**src/svr_pkg.sv**
```systemverilog
package svr_pkg;

	localparam int MAX_WIDTH_DEF     = 1024;
	localparam int MAX_HEIGHT_DEF    = 1024;
	localparam int PALETTE_DEPTH_DEF = 256;
	localparam int QUEUE_DEPTH       = 2;
	localparam int CFG_W             = 11;

	localparam logic [1:0] CMD_LINE    = 2'd0;
	localparam logic [1:0] CMD_DATA    = 2'd1;
	localparam logic [1:0] CMD_PALETTE = 2'd2;

	localparam logic [2:0] MODE_RGB        = 3'd0;
	localparam logic [2:0] MODE_RGBA       = 3'd1;
	localparam logic [2:0] MODE_GRAY       = 3'd2;
	localparam logic [2:0] MODE_GRAY_ALPHA = 3'd3;
	localparam logic [2:0] MODE_INDEXED    = 3'd4;

	localparam logic [1:0] REG_PIXEL_MODE    = 2'd0;
	localparam logic [1:0] REG_CANVAS_WIDTH  = 2'd1;
	localparam logic [1:0] REG_CANVAS_HEIGHT = 2'd2;
	localparam logic [1:0] REG_PALETTE_VALID = 2'd3;

	localparam logic [1:0] BP_FIRST  = 2'd0;
	localparam logic [1:0] BP_SECOND = 2'd1;
	localparam logic [1:0] BP_THIRD  = 2'd2;
	localparam logic [1:0] BP_FOURTH = 2'd3;

	localparam logic [7:0] RED_MASK   = 8'hF8;
	localparam logic [7:0] GREEN_MASK = 8'hFC;

	typedef struct packed {
		logic [1:0]         command;
		logic signed [11:0] line_row;
		logic [10:0]        line_width;
		logic [7:0]         data_byte;
		logic [7:0]         palette_index;
		logic [23:0]        palette_rgb;
	} svr_in_t;

	typedef struct packed {
		logic [19:0] pixel_addr;
		logic [15:0] pixel_value;
	} svr_out_t;

	typedef struct packed {
		logic [19:0] addr;
		logic [23:0] rgb;
	} svr_job_t;

	function automatic logic [15:0] to565(input logic [23:0] rgb);
		logic [7:0] r;
		logic [7:0] g;
		logic [7:0] b;
		r = rgb[23:16] & RED_MASK;
		g = rgb[15:8] & GREEN_MASK;
		b = rgb[7:0];
		return {r[7:3], g[7:2], b[7:3]};
	endfunction

endpackage

```
**src/svr_if.sv**
```systemverilog


interface svr_out_if;
	logic              valid;
	logic              ready;
	svr_pkg::svr_out_t payload;
	modport source(output valid, output payload, input ready);
	modport sink(input valid, input payload, output ready);
endinterface

```
**src/svr_back.sv**
```systemverilog
module svr_back (
	input  logic              clk,
	input  logic              arst_n,
	input  logic              q_valid,
	input  svr_pkg::svr_job_t q_job,
	output logic              pop,
	svr_out_if.source         canvas
);
	import svr_pkg::*;

	logic     out_valid_q;
	svr_out_t pixel_q;

	assign pop            = q_valid && (!out_valid_q || canvas.ready);
	assign canvas.valid   = out_valid_q;
	assign canvas.payload = pixel_q;

	always_ff @(posedge clk or negedge arst_n) begin
		if (!arst_n) begin
			out_valid_q <= 1'b0;
		end else if (pop) begin
			out_valid_q <= 1'b1;
		end else if (canvas.ready) begin
			out_valid_q <= 1'b0;
		end
	end

	always_ff @(posedge clk) begin
		if (pop) begin
			pixel_q.pixel_addr  <= q_job.addr;
			pixel_q.pixel_value <= to565(q_job.rgb);
		end
	end

endmodule

```
**src/flat_wrapper.sv**
```systemverilog
// flat-port wrapper written by rule: the top's interface ports become plain ports
module svr_back_flat import svr_pkg::*;
  (clk, arst_n, q_valid, q_job, pop, canvas_valid, canvas_payload, canvas_ready);
  svr_out_if canvas_i ();
  input  logic clk;
  input  logic arst_n;
  input  logic q_valid;
  input  svr_pkg::svr_job_t q_job;
  output logic pop;
  output wire logic [$bits(canvas_i.valid)-1:0] canvas_valid;
  output wire logic [$bits(canvas_i.payload)-1:0] canvas_payload;
  input wire logic [$bits(canvas_i.ready)-1:0] canvas_ready;
  assign canvas_valid = canvas_i.valid;
  assign canvas_payload = canvas_i.payload;
  assign canvas_i.ready = canvas_ready;
  svr_back u_core (.clk(clk), .arst_n(arst_n), .q_valid(q_valid), .q_job(q_job), .pop(pop), .canvas(canvas_i));
endmodule
```
**config.mk**
```make
export PLATFORM = sky130hd
export DESIGN_NAME = svr_back_flat
export DESIGN_NICKNAME = d
export VERILOG_FILES = /design/src/svr_pkg.sv /design/src/svr_if.sv /design/src/svr_back.sv /design/src/flat_wrapper.sv
export SDC_FILE = /design/constraint.sdc
export NUM_CORES = 1
export LEC_CHECK = 0
export ABC_CLOCK_PERIOD_IN_PS = 2800
export BUFFER_PORTS_ARGS = -buffer_cell sky130_fd_sc_hd__buf_2
export CAP_MARGIN = 20
export CORE_ASPECT_RATIO = 0.75
export CORE_MARGIN = 4
export CORE_UTILIZATION = 41
export CTS_CLUSTER_DIAMETER = 200
export CTS_CLUSTER_SIZE = 14
export DETAILED_ROUTE_END_ITERATION = 6
export GPL_TIMING_DRIVEN = 1
export PLACE_DENSITY = 0.82
export REMOVE_ABC_BUFFERS = 1
export SYNTH_ARGS = -nofsm -noshare
export SYNTH_HDL_FRONTEND = slang
export SYNTH_SLANG_ARGS = --single-unit
```
**constraint.sdc**
```tcl
create_clock -name clk -period 2.8 [get_ports clk]
set_input_delay 0.28 -clock clk [delete_from_list [all_inputs] [get_ports clk]]
set_output_delay 0.28 -clock clk [all_outputs]
set_load 0.02 [all_outputs]
```
==> impl_results.md <==
* Max transition margin at 50.5%
* Startpoint Class: flop
* Core area at 2620 um2
* Via Count at 708
* CTS H-tree depth at 2
* TritonCTS sink count at 37
* CTS tree: yes
* Die area at 3650 um2
* Number of global-route vias before repair at 605
* Seq/Total Area, Yosys at 98.3%
* Worst min-delay path class: input pin to flop
* Initial DRC Count at 36
* Max-capacitance violation count at 0
* Total Negative Setup Slacks at 0 ps
* Actual transition at the worst max-transition pin at 743 ps
* Kind of capture point of the worst setup path: output pin
* Clock transition at the register clock pins on the worst setup and hold paths after CTS at 70 ps
* Buffer cell driving the clock tree root: sky130_fd_sc_hd__clkbuf_8
* Hold bufs inserted after CTS at 1
* Cell type with the largest total area after synthesis: sky130_fd_sc_hd__edfxtp_1
* Total Power Consumption at 1.19 mW
* Antenna cell count at 0
* Setup skew after layout at 4.36 ps
* Buffers on Ports at 77
* Count of pins on the block boundary at 86
* Leakage power at 0.730 nW
* Width of the chip at 68.5 um
* Starting utilization of the core area at 42.9%
* Area growth from synthesis to layout at 50.7%
* Wire per inst at 13.6 um
* Most common library cell in the layout ignoring fill and taps: sky130_fd_sc_hd__buf_2
* First-pass GRT wire length at 2840 um
* Drc violations at 0
* GPL Wtd Cong at 0.635
* Number of buffers inserted by post-CTS setup repair at 0
* Number of warning messages in the yosys log at 0
* Total setup violations reported at the end of the flow at 0
* Antenna violations before repair at 0
* Final number of max-transition violations at 0
* Sum of routed wire segments on met1 at 726 um
* Total of flip-flops plus latches after synthesis at 37
* Area fraction of the dominant cell type after synthesis at 96.1%
* Worst IR Drop VDD at 0.478 mV
* Buffer levels on the longest clock path at 2
* Layout fillers at 181
* Summed instance area of the synthesized netlist at 1120 um2
* Count of final hold-check violations at 0
* Placement Rows at 16
* Routed wire length on met3 at 354 um
* Cell types occupying the most area after synthesis: sky130_fd_sc_hd__edfxtp_1, sky130_fd_sc_hd__dfrtp_1, sky130_fd_sc_hd__nand2b_1
* Commonest cells after routing, fill and taps aside: sky130_fd_sc_hd__buf_2, sky130_fd_sc_hd__edfxtp_1, sky130_fd_sc_hd__clkbuf_8
* Worst path required time at 2520 ps
* Remaining antenna violation count at 0
* Post-synthesis area per instance at 28.1 um2
* Number of detailed-route iterations in the first pass at 4
* Slack of the critical path at 872 ps
* Vias per std cell at 4.34
* Net count of the finished layout at 174
* Setup slack after placement at 1140 ps
* Length of routed met2 wiring at 1070 um
* Run status: finished, final reports clean
* Total routing usage reported by global routing at 11.8%
* Unrepaired setup endpoints after global routing: no
* Distinct cells, synth at 4
* Total CTS buffers at 5
* Overflow after GRT at 0
* Worst skew pair latency at 280 ps
* Share of layout cells above drive strength 1 at 66.9%
* Maximum fanout count along the critical path at 16
* Number of resized instances in the post-cts repair step at 0
* Vertical extent of the die at 53.4 um
* Total length of routed wires at 2210 um
* Final worst-path cycle share at 68.9%
* Category of the most critical setup path: flop to output pin
* PwrDens at 704 nW/um2
* Max Freq at 519 MHz
* Largest net degree at the start of global routing at 23
* Synthesized instance count at 40
* Shortest clock period the worst path allows after layout at 1930 ps
* Highest metal layer with signal wires: met4
* CP Data Arrival Time at 1650 ps
==> per-stage QoR <==
stage / hold WS, ps / utilization (%) / cell area, um2 / instances
finish: 173 / 64.6 / 1700 / 163
detailed placement: 56.5 / 60.1 / 1580 / 154
floorplan: -15.6 / - / 1120 / 40
global route: 153 / 64.6 / 1700 / 163
CTS: 165 / 64.6 / 1700 / 163
global placement: 57.1 / 60.1 / 1580 / 154
==> cell usage after synthesis <==
library cell               number
sky130_fd_sc_hd__edfxtp_1      36
sky130_fd_sc_hd__nand2b_1       2
sky130_fd_sc_hd__and2_1         1
sky130_fd_sc_hd__dfrtp_1        1
==> kinds of logic after synthesis <==
group            synth area share (%)
flip-flops                       98.3
AND/OR/NAND/NOR                  1.67
==> state kept, by name (all words and copies together) (netlist names) <==
| name | count |
|---|---|
| u_core.canvas.payload | 36 |
| u_core.canvas.valid | 1 |
==> final timing paths <==
path                                             endpoint                start  cells after the start  slack, ps
min in group asynchronous             u_core.canvas.valid               arst_n                      2        300
worst min register to register        u_core.canvas.valid  u_core.canvas.valid                      2        510
worst max register to register  u_core.canvas.payload[34]  u_core.canvas.valid                      3       1170
worst max-delay path                                  pop  u_core.canvas.valid                      3        870
max in group asynchronous             u_core.canvas.valid               arst_n                      2       2410
worst min-delay path             u_core.canvas.payload[2]             q_job[5]                      1        170
==> where the power goes <==
group	internal [mW]	leakage [nW]	switching, mW
Sequential	0.644	0.354	0.00656
Combinational	0.0438	0.324	0.0696
Clock	0.262	0.0518	0.167
==> area by class of cell <==
cell class | count | area, um2 | share of cell area (%)
Clock buffer | 5 | 68.8 | 4.06
Clock inverter | 3 | 41.3 | 2.44
Multi-Input combinational cell | 3 | 18.8 | 1.11
Sequential cell | 37 | 1110 | 65.2
Tap cell | 36 | 45.0 | 2.66
Timing Repair Buffer | 79 | 415 | 24.5
==> layer usage <==
| layer | track usage [%] | up-vias |
|---|---|---|
| met3 | 6.37 | 6 |
| met2 | 18.7 | 50 |
| met5 | 0 | - |
| li1 | - | 331 |
| met1 | 11.8 | 321 |
| met4 | 7.92 | 0 |
==> worst max-delay path: stages (launching register included) <==
cell and delay (ps):
sky130_fd_sc_hd__dfrtp_1 380, sky130_fd_sc_hd__nand2b_1 80, sky130_fd_sc_hd__and2_1 610, sky130_fd_sc_hd__buf_2 290
(Power assumes the default switching activity.)
