### config.mk
export PLATFORM = sky130hd
export DESIGN_NAME = svr_queue
export DESIGN_NICKNAME = d
export VERILOG_FILES = /design/src/svr_pkg.sv /design/src/svr_queue.sv
export SDC_FILE = /design/constraint.sdc
export NUM_CORES = 1
export LEC_CHECK = 0
export BUFFER_PORTS_ARGS = -buffer_cell sky130_fd_sc_hd__buf_4
export CAP_MARGIN = 25
export CORE_MARGIN = 2
export CORE_UTILIZATION = 40
export DETAILED_ROUTE_END_ITERATION = 8
export GPL_ROUTABILITY_DRIVEN = 0
export MAX_ROUTING_LAYER = met4
export PLACE_DENSITY = 0.63
export SYNTH_ARGS = -nofsm -noshare
export SYNTH_HDL_FRONTEND = slang
export SYNTH_SLANG_ARGS = --single-unit
### constraint.sdc
create_clock -name clk -period 3.5 [get_ports clk]
set_clock_uncertainty 0.1 [all_clocks]
set_input_delay 1.05 -clock clk [delete_from_list [all_inputs] [get_ports clk]]
set_output_delay 1.05 -clock clk [all_outputs]
set_load 0.005 [all_outputs]
### src/svr_pkg.sv
package svr_pkg;

	localparam int MAX_WIDTH_DEF     = 1024;
	localparam int MAX_HEIGHT_DEF    = 1024;
	localparam int PALETTE_DEPTH_DEF = 256;
	localparam int QUEUE_DEPTH       = 2;
	localparam int CFG_W             = 11;

	localparam logic [1:0] CMD_LINE    = 2'd0;
	localparam logic [1:0] CMD_DATA    = 2'd1;
	localparam logic [1:0] CMD_PALETTE = 2'd2;

	localparam logic [2:0] MODE_RGB        = 3'd0;
	localparam logic [2:0] MODE_RGBA       = 3'd1;
	localparam logic [2:0] MODE_GRAY       = 3'd2;
	localparam logic [2:0] MODE_GRAY_ALPHA = 3'd3;
	localparam logic [2:0] MODE_INDEXED    = 3'd4;

	localparam logic [1:0] REG_PIXEL_MODE    = 2'd0;
	localparam logic [1:0] REG_CANVAS_WIDTH  = 2'd1;
	localparam logic [1:0] REG_CANVAS_HEIGHT = 2'd2;
	localparam logic [1:0] REG_PALETTE_VALID = 2'd3;

	localparam logic [1:0] BP_FIRST  = 2'd0;
	localparam logic [1:0] BP_SECOND = 2'd1;
	localparam logic [1:0] BP_THIRD  = 2'd2;
	localparam logic [1:0] BP_FOURTH = 2'd3;

	localparam logic [7:0] RED_MASK   = 8'hF8;
	localparam logic [7:0] GREEN_MASK = 8'hFC;

	typedef struct packed {
		logic [1:0]         command;
		logic signed [11:0] line_row;
		logic [10:0]        line_width;
		logic [7:0]         data_byte;
		logic [7:0]         palette_index;
		logic [23:0]        palette_rgb;
	} svr_in_t;

	typedef struct packed {
		logic [19:0] pixel_addr;
		logic [15:0] pixel_value;
	} svr_out_t;

	typedef struct packed {
		logic [19:0] addr;
		logic [23:0] rgb;
	} svr_job_t;

	function automatic logic [15:0] to565(input logic [23:0] rgb);
		logic [7:0] r;
		logic [7:0] g;
		logic [7:0] b;
		r = rgb[23:16] & RED_MASK;
		g = rgb[15:8] & GREEN_MASK;
		b = rgb[7:0];
		return {r[7:3], g[7:2], b[7:3]};
	endfunction

endpackage

### src/svr_queue.sv
module svr_queue #(
	parameter int DEPTH = svr_pkg::QUEUE_DEPTH
) (
	input  logic              clk,
	input  logic              arst_n,
	input  logic              push,
	input  svr_pkg::svr_job_t push_job,
	output logic              full,
	output logic              q_valid,
	output svr_pkg::svr_job_t q_job,
	input  logic              pop
);
	import svr_pkg::*;

	localparam int PW = (DEPTH > 1) ? $clog2(DEPTH) : 1;
	localparam int CW = $clog2(DEPTH + 1);

	svr_job_t      mem_q [DEPTH];
	logic [PW-1:0] wr_ptr_q;
	logic [PW-1:0] rd_ptr_q;
	logic [CW-1:0] count_q;

	assign full    = (count_q == CW'(DEPTH));
	assign q_valid = (count_q != '0);
	assign q_job   = mem_q[rd_ptr_q];

	always_ff @(posedge clk) begin
		if (push) begin
			mem_q[wr_ptr_q] <= push_job;
		end
	end

	always_ff @(posedge clk or negedge arst_n) begin
		if (!arst_n) begin
			wr_ptr_q <= '0;
			rd_ptr_q <= '0;
			count_q  <= '0;
		end else begin
			if (push) begin
				wr_ptr_q <= (wr_ptr_q == PW'(DEPTH - 1)) ? '0 : wr_ptr_q + PW'(1);
			end
			if (pop) begin
				rd_ptr_q <= (rd_ptr_q == PW'(DEPTH - 1)) ? '0 : rd_ptr_q + PW'(1);
			end
			if (push && !pop) begin
				count_q <= count_q + CW'(1);
			end else if (pop && !push) begin
				count_q <= count_q - CW'(1);
			end
		end
	end

endmodule

==> results of run 1 <==
report_power, final:
| part | total, mW | internal (mW) | switching (mW) |
|---|---|---|---|
| logic | 1.12 | 0.713 | 0.412 |
| clock network | 0.662 | 0.323 | 0.339 |
| registers | 1.59 | 1.46 | 0.126 |
cells in the mapped netlist:
master    count
edfxtp_1     88
mux2_4       39
mux2_2        5
buf_12        4
dfrtp_1       4
xor2_1        4
nor2b_1       2
and2_1        1
buf_6         1
ha_1          1
inv_1         1
nor2_1        1
or2_2         1
xnor2_1       1
metal layers:
layer | routed length [um] | vias up
li1 | - | 801
met1 | 2590 | 830
met2 | 2830 | 67
met3 | 384 | 12
met4 | 128 | 0
met5 | 0 | -
per-stage QoR:
stage	instance area [um^2]	utilization [%]
2_1_floorplan	3570	-
3_3_place_gp	4380	50.5
3_5_place_dp	4380	50.5
4_1_cts	4560	52.6
5_1_grt	4560	52.6
6_report	4560	52.6
area by class of cell:
type / count / share of cell area [%]
Inverter: 1 / 0.0823
Timing Repair Buffer: 98 / 16.7
Clock buffer: 10 / 2.80
Sequential cell: 92 / 60.1
Clock inverter: 6 / 1.21
Multi-Input combinational cell: 55 / 16.1
Tap cell: 108 / 2.96
how the worst max path moves through the flow:
| stage | from | to |
|---|---|---|
| floorplan | push | mem_q[0][0] |
| finish | rd_ptr_q | q_job[29] |
| global placement | rd_ptr_q | q_job[29] |
| global route | rd_ptr_q | q_job[29] |
| detailed placement | rd_ptr_q | q_job[29] |
| CTS | rd_ptr_q | q_job[29] |
cells by family (layout without fill, tap and decap cells):
kind of cell	Yosys count	in the layout	synth area share [%]
mux	44	44	18.0
fa+ha+maj	1	1	0.351
buf+inv	6	115	2.67
simple gates	5	5	0.807
flops	92	92	76.9
xor+xnor	5	5	1.23
flip-flops by register name, summed over array words and instances (netlist names):
| name | cells |
|---|---|
| wr_ptr_q | 1 |
| rd_ptr_q | 1 |
| count_q | 2 |
| mem_q | 88 |
cells in the final DEF, fill, tap and decap left out:
master / count
clkinv_1: 2
nor2_1: 1
and2_2: 1
inv_1: 1
clkinv_2: 2
mux2_2: 5
buf_12: 2
bufinv_16: 1
or2_2: 1
nor2b_4: 1
edfxtp_1: 88
xor2_1: 4
clkinvlp_4: 1
ha_1: 1
clkbuf_1: 1
xnor2_1: 1
dfrtp_2: 1
clkbuf_8: 9
buf_4: 96
dfrtp_1: 3
nor2b_1: 1
mux2_4: 39
==> run_results.csv, run 1 <==
group,metric,value,unit
timing,tightestPinTransition,0.654,ns
global_route,grt_pass1_wl,8890,um
global_route,grtUsageTotal,12.9,%
worst_hold_path,hold_path.class,"in -> async",
setup_path,reg2reg_to,"mem_q[1][1]",
floorplanning,die-area,9680,um^2
setup_path,cp_cell_sequence,"buf_12 -> mux2_2 -> buf_4",
setup_path,worst-path-max-fanout,21,
timing,hold_slack,0.382,ns
timing,layout_setup_ws,0.438,ns
logic_synthesis,synth_cell_type_count,14,
floorplanning,die_h,98.4,um
placement,hpwlAfterDp,4090,um
timing,setup_viol,0,
clock_network,clk-insertion-delay-late,0.34,ns
power_and_ir_drop,p_leak,1.83,nW
floorplanning,io_pins,94,
placement,dpl.cell_count,354,
logic_synthesis,yosysTopAreaCell,"edfxtp_1",
detailed_routing,wirelength,5930,um
finish,n_fill_cell,714,
logic_synthesis,synth_top_cell_area_share,74.1,%
clock_network,cts.path.max_buffers,2,
clock_network,cts_num_sinks,92,
global_route,grt_use_met1,15.9,%
logic_synthesis,synth_warnings,0,
clock_network,cts-resized-gates,0,
detailed_routing,drc,0,
logic_synthesis,synth_area_per_cell,23.3,um^2
logic_synthesis,ys_ff_latch,92,
setup_path,critical-path-top-delay-family,"flip-flops",
detailed_routing,ant_nets,0,
setup_path,path_class,"reg -> out",
global_route,use_met3,3.22,%
timing,slew_violations,0,
logic_synthesis,synth_seq_area_share,76.9,%
setup_path,max_stage_delay,0.79,ns
timing,min_period,3.06,ns
finish,nets,306,
setup_path,crit_required,2.35,ns
timing,tns,0,ns
finish,multi_input_area,736,um^2
finish,final_cell_count_no_fill,370,
global_route,grtUsageMet2,19.9,%
global_route,overflow,0,
clock_network,clk_pin_slew_worst_paths,0.08,ns
logic_synthesis,synth_nets,202,
floorplanning,die_w,98.4,um
clock_network,cts_root_buf,"clkbuf_8",
detailed_routing,route.vias.total,1710,
timing,hold_violations,0,
placement,io_buffers,93,
global_route,grt.busiest_layer,"met2",
job,maxCapViolations,0,
timing,grt_setup_unrepaired,"false",
detailed_routing,routedWlPerCell,16.0,um
power_and_ir_drop,irDropWorstVdd,0.345,mV
setup_path,cp-end-kind,"primary output",
timing,finalCritPeriodShare,87.5,%
logic_synthesis,synthesis.area,3560,um^2
detailed_routing,first_iter_violations,69,
clock_network,cts_buffers,9,
power_and_ir_drop,total_power,3.38,mW
finish,synthToLayoutAreaGrowth,28.0,%
detailed_routing,via_per_inst,4.62,
setup_path,reg2regPathDepth,2,
setup_path,cp_slowest_cell,"dfrtp_2",
clock_network,cts_tree,"yes",
logic_synthesis,netlist_instances,153,
status,status,"finished clean",
setup_path,r2r_start,"wr_ptr_q",
global_route,grt_pass1_vias,1734,
setup_path,critPathLaunchType,"register",
setup_path,reg2reg_slack,1.87,ns
floorplanning,initial_core_util,41.1,%
finish,layout-drive-gt1-share,60.7,%
setup_path,arrival,1.91,ns
floorplanning,row_count,34,
logic_synthesis,synth.area.top_cells,"edfxtp_1 (74%), mux2_4 (16%), dfrtp_1 (2.8%)",
setup_path,crit_buf_inv,2,
setup_path,crit_cells,3,
timing,max_freq,327,MHz
placement,place_ws,0.788,ns
clock_network,cts_setup_buffers,0,
global_route,antenna_found_initial,0,
floorplanning,core_area,8680,um^2
finish,regArea,2740,um^2
power_and_ir_drop,power_density,740,nW/um^2
clock_network,postCtsHoldBufs,0,
detailed_routing,first_pass_iters,3,
finish,antenna_cells,0,
global_route,grt_max_degree,25,
clock_network,h-tree-depth,3,
timing,relSlewSlack,56.4,%
No activity file was read; power rests on OpenSTA's default activity.
==> inputs of run 2 (changes only) <==
==> constraint.sdc (replaced) <==
create_clock -name clk -period 3.5 [get_ports clk]
set_clock_uncertainty 0.1 [all_clocks]
set_input_delay 1.05 -clock clk [delete_from_list [all_inputs] [get_ports clk]]
set_output_delay 1.05 -clock clk [all_outputs]
set_load 0.02 [all_outputs]
==> run 2 against run 1 <==
Compared with the run above: final area up 0.52%; count of clock-buffer cells in the layout unchanged; non-clock buffer count unchanged; largest cell class unchanged; largest power group unchanged.
==> run_results.csv, run 2 (synthesis results as in run 1) <==
group,metric,value,unit
floorplanning,initial_core_util,41.1,%
setup_path,worst-path-max-fanout,15,
detailed_routing,ant_nets,0,
global_route,grt_pass1_wl,9030,um
finish,largestRegisters,"mem_q (88), count_q (2)",
timing,tightestPinTransition,0.557,ns
timing,finalCritPeriodShare,84.1,%
setup_path,reg2regPathDepth,2,
clock_network,cts-resized-gates,0,
clock_network,cts_num_sinks,92,
finish,regArea,2740,um^2
clock_network,cts_setup_buffers,0,
timing,tns,0,ns
clock_network,clk-insertion-delay-late,0.34,ns
finish,synthToLayoutAreaGrowth,28.6,%
setup_path,arrival,1.79,ns
finish,nets,306,
floorplanning,die_h,98.4,um
placement,dpl.cell_count,354,
floorplanning,row_count,34,
power_and_ir_drop,p_leak,1.84,nW
timing,slew_violations,0,
setup_path,crit_required,2.35,ns
job,maxCapViolations,0,
finish,final_cell_count_no_fill,370,
setup_path,critical-path-top-delay-family,"flip-flops",
setup_path,cp-end-kind,"primary output",
global_route,grtUsageTotal,12.7,%
power_and_ir_drop,irDropWorstVdd,0.447,mV
placement,place_area,4380,um^2
finish,antenna_cells,0,
global_route,grt_pass1_vias,1820,
detailed_routing,first_pass_iters,4,
setup_path,path_class,"reg -> out",
status,status,"finished clean",
timing,hold_slack,0.387,ns
clock_network,cts_root_buf,"clkbuf_8",
global_route,overflow,0,
floorplanning,die_w,98.4,um
timing,hold_violations,0,
clock_network,postCtsHoldBufs,0,
detailed_routing,route.vias.total,1720,
timing,setup_viol,0,
timing,grt_setup_unrepaired,"false",
clock_network,cts_tree,"yes",
detailed_routing,wirelength,5760,um
detailed_routing,via_per_inst,4.65,
power_and_ir_drop,power_density,810,nW/um^2
clock_network,cts_buffers,9,
finish,largest_register_ffs,88,
clock_network,h-tree-depth,3,
placement,io_buffers,93,
setup_path,reg2reg_slack,1.88,ns
setup_path,cp_slowest_cell,"dfrtp_2",
clock_network,clk_pin_slew_worst_paths,0.08,ns
finish,mostFrequentLayoutCells,"buf_4 (96), edfxtp_1 (88), mux2_4 (39)",
timing,relSlewSlack,62.9,%
setup_path,crit_buf_inv,2,
floorplanning,die-area,9680,um^2
detailed_routing,drc,0,
timing,min_period,2.94,ns
worst_hold_path,hold_path.class,"in -> async",
setup_path,crit_cells,3,
finish,design_area,4590,um^2
finish,n_fill_cell,706,
setup_path,cp_cell_sequence,"buf_4 -> mux2_4 -> buf_4",
clock_network,cts.path.max_buffers,2,
placement,hpwlAfterDp,3940,um
detailed_routing,first_iter_violations,51,
setup_path,critPathLaunchType,"register",
floorplanning,io_pins,94,
finish,final_common_cell,"buf_4",
floorplanning,core_area,8680,um^2
finish,multi_input_area,736,um^2
global_route,antenna_found_initial,0,
timing,max_freq,340,MHz
setup_path,crit_top_cell,"buf_4",
global_route,grt_max_degree,25,
setup_path,max_stage_delay,0.59,ns
finish,layout-drive-gt1-share,60.3,%
detailed_routing,routedWlPerCell,15.6,um
finish,regMostFlops,"mem_q",
## run 2: changes by cell type in the layout (fill, tap and decap cells not counted), sizes merged
cell	previous run	this run
bufinv	1	2
clkinv	4	3
## run 2: area by class of cell
type / count / share of cell area [%]
Sequential cell: 92 / 59.8
Timing Repair Buffer: 98 / 16.6
Multi-Input combinational cell: 55 / 16.0
Tap cell: 108 / 2.95
Clock buffer: 10 / 2.78
Clock inverter: 6 / 1.72
Inverter: 1 / 0.0819
## run 2: final timing paths
path	end	start
setup / recovery	q_job[11]	rd_ptr_q
setup reg to reg	mem_q[1][11]	wr_ptr_q
hold / removal	rd_ptr_q	arst_n
hold reg to reg	count_q[1]	count_q[1]
min in group clk	count_q[1]	count_q[1]
max in group asynchronous	rd_ptr_q	arst_n
## run 2: layer usage
metal,GRT usage [%],vias to the layer above,part of all wire (%)
met3,2.86,11,5.8
met5,-,-,0
li1,-,799,-
met1,16.5,844,44
met2,19.5,66,48
met4,4.74,0,1.7
## run 2: power by group
| group | internal (mW) | switching, mW | total, mW |
|---|---|---|---|
| Clock | 0.395 | 0.333 | 0.729 |
| Combinational | 0.727 | 0.703 | 1.43 |
| Sequential | 1.46 | 0.0927 | 1.56 |
## run 2: per-stage QoR
stage	worst slack [ns]	util, %	power, mW
final	0.557	52.8	3.71
after floorplan	0.759	-	2.58
after global placement	0.930	50.5	3.02
after CTS	0.521	52.8	3.77
after global routing	0.473	52.8	3.89
after detailed placement	0.913	50.5	3.03
